File: config.mk
export PLATFORM = sky130hd
export DESIGN_NAME = indexed_queue_engine
export DESIGN_NICKNAME = d
export VERILOG_FILES = /design/src/sv/iqe_pkg.sv /design/src/sv/indexed_queue_engine.sv /design/src/sv/iqe_ram.sv
export SDC_FILE = /design/constraint.sdc
export NUM_CORES = 2
export LEC_CHECK = 0
export ABC_CLOCK_PERIOD_IN_PS = 6100
export BUFFER_PORTS_ARGS = -buffer_cell sky130_fd_sc_hd__buf_2
export CORE_ASPECT_RATIO = 0.75
export CORE_UTILIZATION = 45
export DETAILED_ROUTE_END_ITERATION = 16
export SKIP_CTS_REPAIR_TIMING = 1
export SLEW_MARGIN = 25
export SYNTH_ARGS = -nofsm -noshare
export SYNTH_HDL_FRONTEND = slang
export SYNTH_SLANG_ARGS = --single-unit
File: constraint.sdc
create_clock -name clk_i -period 6.1 [get_ports clk_i]
set_clock_uncertainty 0.1 [all_clocks]
set_input_delay 1.525 -clock clk_i [delete_from_list [all_inputs] [get_ports clk_i]]
set_output_delay 1.525 -clock clk_i [all_outputs]
set_load 0.03 [all_outputs]
File: src/sv/iqe_pkg.sv
// Package for the indexed queue engine: sizes, operation and status codes,
// sequencer states and the free-slot search function.
// No dependencies.
package iqe_pkg;

  localparam int unsigned DEPTH  = 64;
  localparam int unsigned ADDR_W = $clog2(DEPTH);
  localparam int unsigned CNT_W  = $clog2(DEPTH + 1);
  localparam int unsigned DATA_W = 32;
  localparam int unsigned POS_W  = 6;
  localparam int unsigned KIND_W = 3;

  typedef enum logic [KIND_W-1:0] {
    KIND_OFFER  = 3'd0,
    KIND_POLL   = 3'd1,
    KIND_PEEK   = 3'd2,
    KIND_GET    = 3'd3,
    KIND_SET    = 3'd4,
    KIND_DELETE = 3'd5
  } kind_e;

  typedef enum logic [1:0] {
    ST_OK   = 2'd0,
    ST_MISS = 2'd1,
    ST_FULL = 2'd2
  } status_e;

  typedef enum logic [2:0] {
    S_IDLE,
    S_DISPATCH,
    S_WALK,
    S_ACCESS,
    S_FINISH,
    S_EMIT
  } state_e;

  // Lowest-numbered set bit of the free map.
  function automatic logic [ADDR_W-1:0] lowest_free(input logic [DEPTH-1:0] map);
    logic [ADDR_W-1:0] r;
    r = '0;
    for (int i = DEPTH - 1; i >= 0; i--) begin
      if (map[i]) r = ADDR_W'(i);
    end
    return r;
  endfunction

endpackage

File: src/sv/indexed_queue_engine.sv
// Indexed queue engine top level: sequencer, head/tail/count/free-map registers
// and three slot RAMs (data, next link, previous link). Uses iqe_pkg, iqe_ram.
//
// The queue holds up to 64 words in linked slots. One operation is in flight at
// a time. Offer, unused kinds and any miss go from dispatch straight to emit.
// Get, set and delete first walk k link hops, where k is min(position,
// count - 1 - position), at most 31; poll and peek start at the head. The link
// walk runs one hop per cycle through the registered read port
// of a link RAM. Each operation writes its RAMs before the next one can read,
// so no forwarding is needed. The result sits in an output register; it is
// overwritten only after it has been transferred.
module indexed_queue_engine import iqe_pkg::*; (
  input  logic              clk_i,
  input  logic              rst_ni,
  input  logic              in_valid_i,
  output logic              in_ready_o,
  input  logic [KIND_W-1:0] kind_i,
  input  logic [POS_W-1:0]  position_i,
  input  logic [DATA_W-1:0] value_i,
  output logic              out_valid_o,
  input  logic              out_ready_i,
  output logic              hit_o,
  output logic [1:0]        status_o,
  output logic [DATA_W-1:0] data_out_o,
  output logic [CNT_W-1:0]  count_o
);

  state_e state_q, state_d;

  logic [ADDR_W-1:0] head_q, head_d, tail_q, tail_d;
  logic [CNT_W-1:0]  count_q, count_d;
  logic [DEPTH-1:0]  free_q, free_d;
  logic              out_valid_q, out_valid_d;

  kind_e             kind_q;
  logic [POS_W-1:0]  pos_q;
  logic [DATA_W-1:0] value_q;
  logic              dir_head_q, dir_head_d;
  logic [ADDR_W-1:0] steps_q, steps_d;
  logic [ADDR_W-1:0] target_q, target_d;
  logic              res_hit_q, res_hit_d;
  status_e           res_status_q, res_status_d;
  logic [DATA_W-1:0] res_data_q, res_data_d;
  logic              out_hit_q;
  status_e           out_status_q;
  logic [DATA_W-1:0] out_data_q;
  logic [CNT_W-1:0]  out_count_q;

  logic              accept, out_load;
  logic [ADDR_W-1:0] rd_addr;
  logic              slot_we, next_we, prev_we;
  logic [ADDR_W-1:0] slot_waddr, next_waddr, prev_waddr;
  logic [DATA_W-1:0] slot_wdata, slot_rd;
  logic [ADDR_W-1:0] next_wdata, prev_wdata, next_rd, prev_rd, link_rd;
  logic [ADDR_W-1:0] free_slot;
  logic [CNT_W-1:0]  tail_steps;
  logic              near_head;
  logic [ADDR_W-1:0] walk_steps;

  assign accept     = in_valid_i && in_ready_o;
  assign free_slot  = lowest_free(free_q);
  assign link_rd    = dir_head_q ? next_rd : prev_rd;
  assign tail_steps = count_q - CNT_W'(1) - CNT_W'(pos_q);
  assign near_head  = CNT_W'(pos_q) <= tail_steps;
  assign walk_steps = near_head ? ADDR_W'(pos_q) : ADDR_W'(tail_steps);

  iqe_ram #(.WIDTH(DATA_W), .ADDR_W(ADDR_W)) u_slot_ram (
    .clk_i, .we_i(slot_we), .waddr_i(slot_waddr), .wdata_i(slot_wdata),
    .raddr_i(rd_addr), .rdata_o(slot_rd)
  );

  iqe_ram #(.WIDTH(ADDR_W), .ADDR_W(ADDR_W)) u_next_ram (
    .clk_i, .we_i(next_we), .waddr_i(next_waddr), .wdata_i(next_wdata),
    .raddr_i(rd_addr), .rdata_o(next_rd)
  );

  iqe_ram #(.WIDTH(ADDR_W), .ADDR_W(ADDR_W)) u_prev_ram (
    .clk_i, .we_i(prev_we), .waddr_i(prev_waddr), .wdata_i(prev_wdata),
    .raddr_i(rd_addr), .rdata_o(prev_rd)
  );

  // Next state.
  always_comb begin
    state_d = state_q;
    case (state_q)
      S_IDLE: begin
        if (in_valid_i) state_d = S_DISPATCH;
      end
      S_DISPATCH: begin
        case (kind_q)
          KIND_POLL, KIND_PEEK: begin
            state_d = (count_q == '0) ? S_EMIT : S_ACCESS;
          end
          KIND_GET, KIND_SET, KIND_DELETE: begin
            if (CNT_W'(pos_q) >= count_q) state_d = S_EMIT;
            else if (walk_steps == '0)    state_d = S_ACCESS;
            else                          state_d = S_WALK;
          end
          default: state_d = S_EMIT;
        endcase
      end
      S_WALK: begin
        if (steps_q == ADDR_W'(1)) state_d = S_ACCESS;
      end
      S_ACCESS: begin
        state_d = (kind_q == KIND_SET) ? S_EMIT : S_FINISH;
      end
      S_FINISH: state_d = S_EMIT;
      S_EMIT: begin
        if (!out_valid_q || out_ready_i) state_d = S_IDLE;
      end
      default: state_d = S_IDLE;
    endcase
  end

  // Datapath and RAM control.
  always_comb begin
    in_ready_o   = (state_q == S_IDLE);
    out_load     = 1'b0;
    head_d       = head_q;
    tail_d       = tail_q;
    count_d      = count_q;
    free_d       = free_q;
    dir_head_d   = dir_head_q;
    steps_d      = steps_q;
    target_d     = target_q;
    res_hit_d    = res_hit_q;
    res_status_d = res_status_q;
    res_data_d   = res_data_q;
    rd_addr      = target_q;
    slot_we      = 1'b0;
    slot_waddr   = target_q;
    slot_wdata   = value_q;
    next_we      = 1'b0;
    next_waddr   = tail_q;
    next_wdata   = free_slot;
    prev_we      = 1'b0;
    prev_waddr   = free_slot;
    prev_wdata   = tail_q;

    case (state_q)
      S_DISPATCH: begin
        res_hit_d    = 1'b0;
        res_status_d = ST_OK;
        res_data_d   = '0;
        case (kind_q)
          KIND_OFFER: begin
            if (count_q == CNT_W'(DEPTH)) begin
              res_status_d = ST_FULL;
            end else begin
              slot_we           = 1'b1;
              slot_waddr        = free_slot;
              free_d[free_slot] = 1'b0;
              if (count_q == '0) begin
                head_d = free_slot;
              end else begin
                next_we = 1'b1;
                prev_we = 1'b1;
              end
              tail_d    = free_slot;
              count_d   = count_q + CNT_W'(1);
              res_hit_d = 1'b1;
            end
          end
          KIND_POLL, KIND_PEEK: begin
            if (count_q == '0) res_status_d = ST_MISS;
            else               target_d = head_q;
          end
          KIND_GET, KIND_SET, KIND_DELETE: begin
            if (CNT_W'(pos_q) >= count_q) begin
              res_status_d = ST_MISS;
            end else begin
              dir_head_d = near_head;
              steps_d    = walk_steps;
              target_d   = near_head ? head_q : tail_q;
              // First hop is read from whichever end is nearer.
              rd_addr    = near_head ? head_q : tail_q;
            end
          end
          default: ;
        endcase
      end
      S_WALK: begin
        if (steps_q == ADDR_W'(1)) begin
          target_d = link_rd;
        end else begin
          rd_addr = link_rd;
          steps_d = steps_q - ADDR_W'(1);
        end
      end
      S_ACCESS: begin
        rd_addr = target_q;
        if (kind_q == KIND_SET) begin
          slot_we      = 1'b1;
          res_hit_d    = 1'b1;
          res_status_d = ST_OK;
          res_data_d   = '0;
        end
      end
      S_FINISH: begin
        res_hit_d    = 1'b1;
        res_status_d = ST_OK;
        res_data_d   = slot_rd;
        if (kind_q == KIND_POLL || kind_q == KIND_DELETE) begin
          if (count_q == CNT_W'(1)) begin
            head_d = '0;
            tail_d = '0;
          end else if (target_q == head_q) begin
            head_d = next_rd;
          end else if (target_q == tail_q) begin
            tail_d = prev_rd;
          end else begin
            // Middle slot: splice its neighbors together.
            next_we    = 1'b1;
            next_waddr = prev_rd;
            next_wdata = next_rd;
            prev_we    = 1'b1;
            prev_waddr = next_rd;
            prev_wdata = prev_rd;
          end
          free_d[target_q] = 1'b1;
          count_d          = count_q - CNT_W'(1);
        end
      end
      S_EMIT: begin
        out_load = !out_valid_q || out_ready_i;
      end
      default: ;
    endcase

    out_valid_d = out_load || (out_valid_q && !out_ready_i);
  end

  always_ff @(posedge clk_i or negedge rst_ni) begin
    if (!rst_ni) begin
      state_q     <= S_IDLE;
      head_q      <= '0;
      tail_q      <= '0;
      count_q     <= '0;
      free_q      <= '1;
      out_valid_q <= 1'b0;
    end else begin
      state_q     <= state_d;
      head_q      <= head_d;
      tail_q      <= tail_d;
      count_q     <= count_d;
      free_q      <= free_d;
      out_valid_q <= out_valid_d;
    end
  end

  always_ff @(posedge clk_i) begin
    if (accept) begin
      kind_q  <= kind_e'(kind_i);
      pos_q   <= position_i;
      value_q <= value_i;
    end
    dir_head_q   <= dir_head_d;
    steps_q      <= steps_d;
    target_q     <= target_d;
    res_hit_q    <= res_hit_d;
    res_status_q <= res_status_d;
    res_data_q   <= res_data_d;
    if (out_load) begin
      out_hit_q    <= res_hit_q;
      out_status_q <= res_status_q;
      out_data_q   <= res_data_q;
      out_count_q  <= count_q;
    end
  end

  assign out_valid_o = out_valid_q;
  assign hit_o       = out_hit_q;
  assign status_o    = out_status_q;
  assign data_out_o  = out_data_q;
  assign count_o     = out_count_q;

  // Every slot is either linked or free.
  assert property (@(posedge clk_i) disable iff (!rst_ni)
    $countones(free_q) + int'(count_q) == DEPTH)
    else $error("free map and element count disagree");

  assert property (@(posedge clk_i) disable iff (!rst_ni)
    count_q == '0 |-> head_q == '0 && tail_q == '0)
    else $error("empty queue with nonzero head or tail");

  assert property (@(posedge clk_i) disable iff (!rst_ni)
    state_q == S_WALK |-> steps_q != '0)
    else $error("link walk entered with no hops left");

  assert property (@(posedge clk_i) disable iff (!rst_ni)
    state_q == S_FINISH |-> !free_q[target_q])
    else $error("accessed slot is marked free");

endmodule

File: src/sv/iqe_ram.sv
// Simple dual-port RAM: one write port, one read port, registered read data.
// No dependencies.
module iqe_ram #(
  parameter int unsigned WIDTH  = 32,
  parameter int unsigned ADDR_W = 6
) (
  input  logic              clk_i,
  input  logic              we_i,
  input  logic [ADDR_W-1:0] waddr_i,
  input  logic [WIDTH-1:0]  wdata_i,
  input  logic [ADDR_W-1:0] raddr_i,
  output logic [WIDTH-1:0]  rdata_o
);

  localparam int unsigned Words = 2 ** ADDR_W;

  logic [WIDTH-1:0] mem [Words];
  logic [WIDTH-1:0] rdata_q;

  always_ff @(posedge clk_i) begin
    if (we_i) mem[waddr_i] <= wdata_i;
  end

  always_ff @(posedge clk_i) begin
    rdata_q <= mem[raddr_i];
  end

  assign rdata_o = rdata_q;

endmodule
==> results.sh <==
export IMPL_switching_share_pct=38.3
export IMPL_critPathRequiredTime_ps=6650
export IMPL_avgSynthCellArea_sq_um=20.3
export IMPL_drive_above_1_share_pct=28.0
export IMPL_grt_overflow_total=0
export IMPL_grt_max_degree=69
export IMPL_slew_viol_final=0
export IMPL_seq_power_share_pct=32.7
export IMPL_grt_util_met2_pct=35.5
export IMPL_synthesis_area_sq_um=119000
export IMPL_antenna_left=0
export IMPL_vias=63718
export IMPL_drc=0
export IMPL_cts_clk_slew_worst_paths_ps=60
export IMPL_cts_root_buf="clkbuf_16"
export IMPL_synth_simple_area_share_pct=2.95
export IMPL_combPwrFrac_pct=45.7
export IMPL_clk_latency_ps=880
export IMPL_dieArea_sq_um=267000
export IMPL_powerDensity_nw_per_um2=639
export IMPL_crit_path_end_kind="register"
export IMPL_fin_area_sq_um=138000
export IMPL_p_sw_w=0.0337
export IMPL_place_ws_ps=94.5
export IMPL_synth_edf_count=2947
export IMPL_ys_ff_latch=3078
export IMPL_synth_warnings=0
export IMPL_use_met3_pct=5.14
export IMPL_synthTopCellsByArea="edfxtp_1 (74%), mux4_2 (12%), a22oi_1 (2.1%)"
export IMPL_final_common_cell="edfxtp_1"
export IMPL_crit_path_start_kind="register"
export IMPL_synth_compound_area_share_pct=5.30
export IMPL_numPortBuffers=88
export IMPL_grt_busiest_layer="met1"
export IMPL_fill_cells=20451
export IMPL_crit_family="compound AO/OA/AOI/OAI gates"
export IMPL_max_cap_violations=0
export IMPL_synth_top_family_by_area="multiplexers"
export IMPL_p_int_w=0.0543
export IMPL_grt_antenna_before_repair=28
export IMPL_wl_per_cell_microns=32.9
export IMPL_period_share_pct=96.5
export IMPL_crit_type="reg -> reg"
export IMPL_path_buf_inv=5
export IMPL_cts_tree="built"
export IMPL_finalPower_w=0.0880
export IMPL_grt_pass1_vias=61913
export IMPL_fmax_ghz=0.170
export IMPL_dpl_cell_area_sq_um=128000
export IMPL_slew_headroom_pct=24.1
export IMPL_met1_usage_pct=38.6
export IMPL_utilization_pct=52.3
export IMPL_finalSetupViolCount=0
export IMPL_cts_buffers=307
export IMPL_start_util_pct=45.3
export IMPL_synth_xor_area_share_pct=0.265
export IMPL_critPathMaxStageDelay_ps=450
export IMPL_finalHoldViolCount=0
export IMPL_status="complete, no violations"
export IMPL_peakVddDrop_mv=1.17
export IMPL_mostFrequentLayoutCells="edfxtp_1 (2947), mux4_2 (648), buf_4 (377)"
export IMPL_grt_use_total_pct=24.7
export IMPL_rows=163
export IMPL_synth_mux_area_share_pct=12.9
export IMPL_die_x_microns=596
export IMPL_via_per_inst=6.30
export IMPL_rsz0062_at_grt="true"
export IMPL_cts_sinks=3078
export IMPL_critPathMaxFanout=25
export IMPL_synth_fa_ha_area_share_pct=0.259
export IMPL_nets=6448
export IMPL_grt_pass1_wl_mm=468
export IMPL_seq_area_frac_synth_pct=77.0
export IMPL_clkPwrFrac_pct=21.6
export IMPL_leakagePower_nw=44.0
export IMPL_synthFlopType="edfxtp_1"
export IMPL_worst_pin_slew_ps=1140
export IMPL_place_congestion=0.858
export IMPL_setup_ws_ps=214
export IMPL_first_pass_iters=6
export IMPL_synth_top_area_share_pct=74.3
export IMPL_worst_ep_arrival_time_ps=6430
export IMPL_drt_iter0_markers=9511
export IMPL_area_delta_synth_final_pct=15.7
export IMPL_dp_hpwl_mm=196
export IMPL_ys_types=87
export IMPL_period_minus_slack_ps=5890
export IMPL_cp_slowest_cell="o41ai_1"
export IMPL_synthArstFlopShare_pct=2.83
export IMPL_yosys_area_top_type="edfxtp_1"
export IMPL_core_area_sq_um=263000
export IMPL_htreeDepth=5
export IMPL_syn_inst=5855
export IMPL_wirelength_mm=333
export IMPL_fp_dieH_microns=447
export IMPL_clockBufferDepth=4
export IMPL_io_pins=89
export IMPL_crit_top_cell="ha_1"
export IMPL_path_cells="inv_1 > ha_1 > xor2_1 > ha_1 > a21o_1 > a21oi_1 > xor2_1 > ha_1 > and3_1 > o21ai_0 > a31oi_2 > o22a_2 > nand3_1 > nand3_4 > buf_12 > buf_12 > buf_4 > a221oi_1 > a211oi_1 > o41ai_1 > buf_4 > nand4b_1"
export IMPL_synth_fp_nets=5924
export IMPL_min_path_type="reg -> reg"
-- metal layers --
metal  up-vias  routed length [microns]
met4        10                     7450
met2      3547                   145000
met5         -                       64
li1      25724                        -
met3       451                    36100
met1     33986                   144000
-- through the flow --
step | cells | setup TNS [ps] | hold WS (ps)
after floorplan | 5855 | 0 | 300
after global placement | 9534 | 0 | 304
after detailed placement | 9534 | 0 | 305
after CTS | 10091 | 0 | 317
after global routing | 10092 | -67.7 | 317
final | 10106 | 0 | 314
-- sequential cells by signal, indices dropped and copies added, names as in the netlist, 3 cells and up --
signal and count:
count_q 7, u_prev_ram.rdata_o 6, steps_q 6, target_q 6
kind_q 3, res_data_q 32, tail_q 6, data_out_o 32
count_o 7, head_q 6, u_prev_ram.mem 384, u_next_ram.rdata_o 6
u_next_ram.mem 384, free_q 64, slot_wdata 32, u_slot_ram.mem 2048
u_slot_ram.rdata_o 32, pos_q 6, state_q 3
-- worst paths after layout --
kind,to,from,depth (start not counted),slack (ps)
worst min register to register,data_out_o[24],res_data_q[24],0,310
min in group asynchronous,count_q[6],rst_ni,1,540
worst max-delay path,u_slot_ram.rdata_o[13],count_q[1],22,210
worst max register to register,u_slot_ram.rdata_o[13],count_q[1],22,210
max in group asynchronous,head_q[0],rst_ni,2,4320
worst min-delay path,data_out_o[24],res_data_q[24],0,310
-- final cells by class --
class | instances | area (sq um) | area share (%)
sequential | 3078 | 91600 | 66.6
tap | 3465 | 4340 | 3.15
clock inverter | 156 | 1570 | 1.14
inverter | 49 | 184 | 0.134
clock buffer | 401 | 8500 | 6.17
multi-input combinational | 2391 | 26400 | 19.2
timing repair buffer | 552 | 5040 | 3.66
antenna | 14 | 35.0 | 0.0254
-- synthesized netlist by cell type, types with 41 or more instances --
cell,instances
a221oi_1,55
inv_1,47
nor3_1,116
nor2_1,182
buf_2,84
mux4_2,648
and3_1,41
nor4_1,48
a22oi_1,334
nand2_1,74
a21oi_1,345
mux2i_1,68
and2_1,65
a211oi_1,72
dfstp_2,64
or4_1,48
clkbuf_1,171
edfxtp_1,2947
dfxtp_1,44
buf_1,53
-- cells by family (layout without fill, tap and decap cells) --
group                      after synthesis  count (layout)
adders and majority gates               24              24
xor gates and xnor gates                33              33
muxes                                  719             719
other                                    0              14
DFF                                   3078            3078
buffers and inverters                  386            1158
AOI/OAI and AO/OA                      947             947
and+or+nand+nor                        668             668
-- worst reg2reg max path: stages, from the launching register on --
cell	delay, ps
dfrtp_1	370
inv_1	130
ha_1	220
xor2_1	170
ha_1	300
a21o_1	200
a21oi_1	170
xor2_1	250
ha_1	300
and3_1	200
o21ai_0	110
a31oi_2	200
o22a_2	280
nand3_1	200
nand3_4	220
buf_12	250
buf_12	250
buf_4	210
a221oi_1	390
a211oi_1	100
o41ai_1	450
buf_4	280
nand4b_1	330
-- power groups by stage --
| stage | clock network, W | logic, W | registers, W |
|---|---|---|---|
| after CTS | 0.0193 | 0.0400 | 0.0287 |
| final | 0.0190 | 0.0402 | 0.0287 |
| after global routing | 0.0201 | 0.0424 | 0.0288 |
| after floorplan | 0 | 0.0229 | 0.0290 |
| after global placement | 0 | 0.0394 | 0.0292 |
| after detailed placement | 0 | 0.0399 | 0.0292 |
No activity file was read; power rests on OpenSTA's default activity.
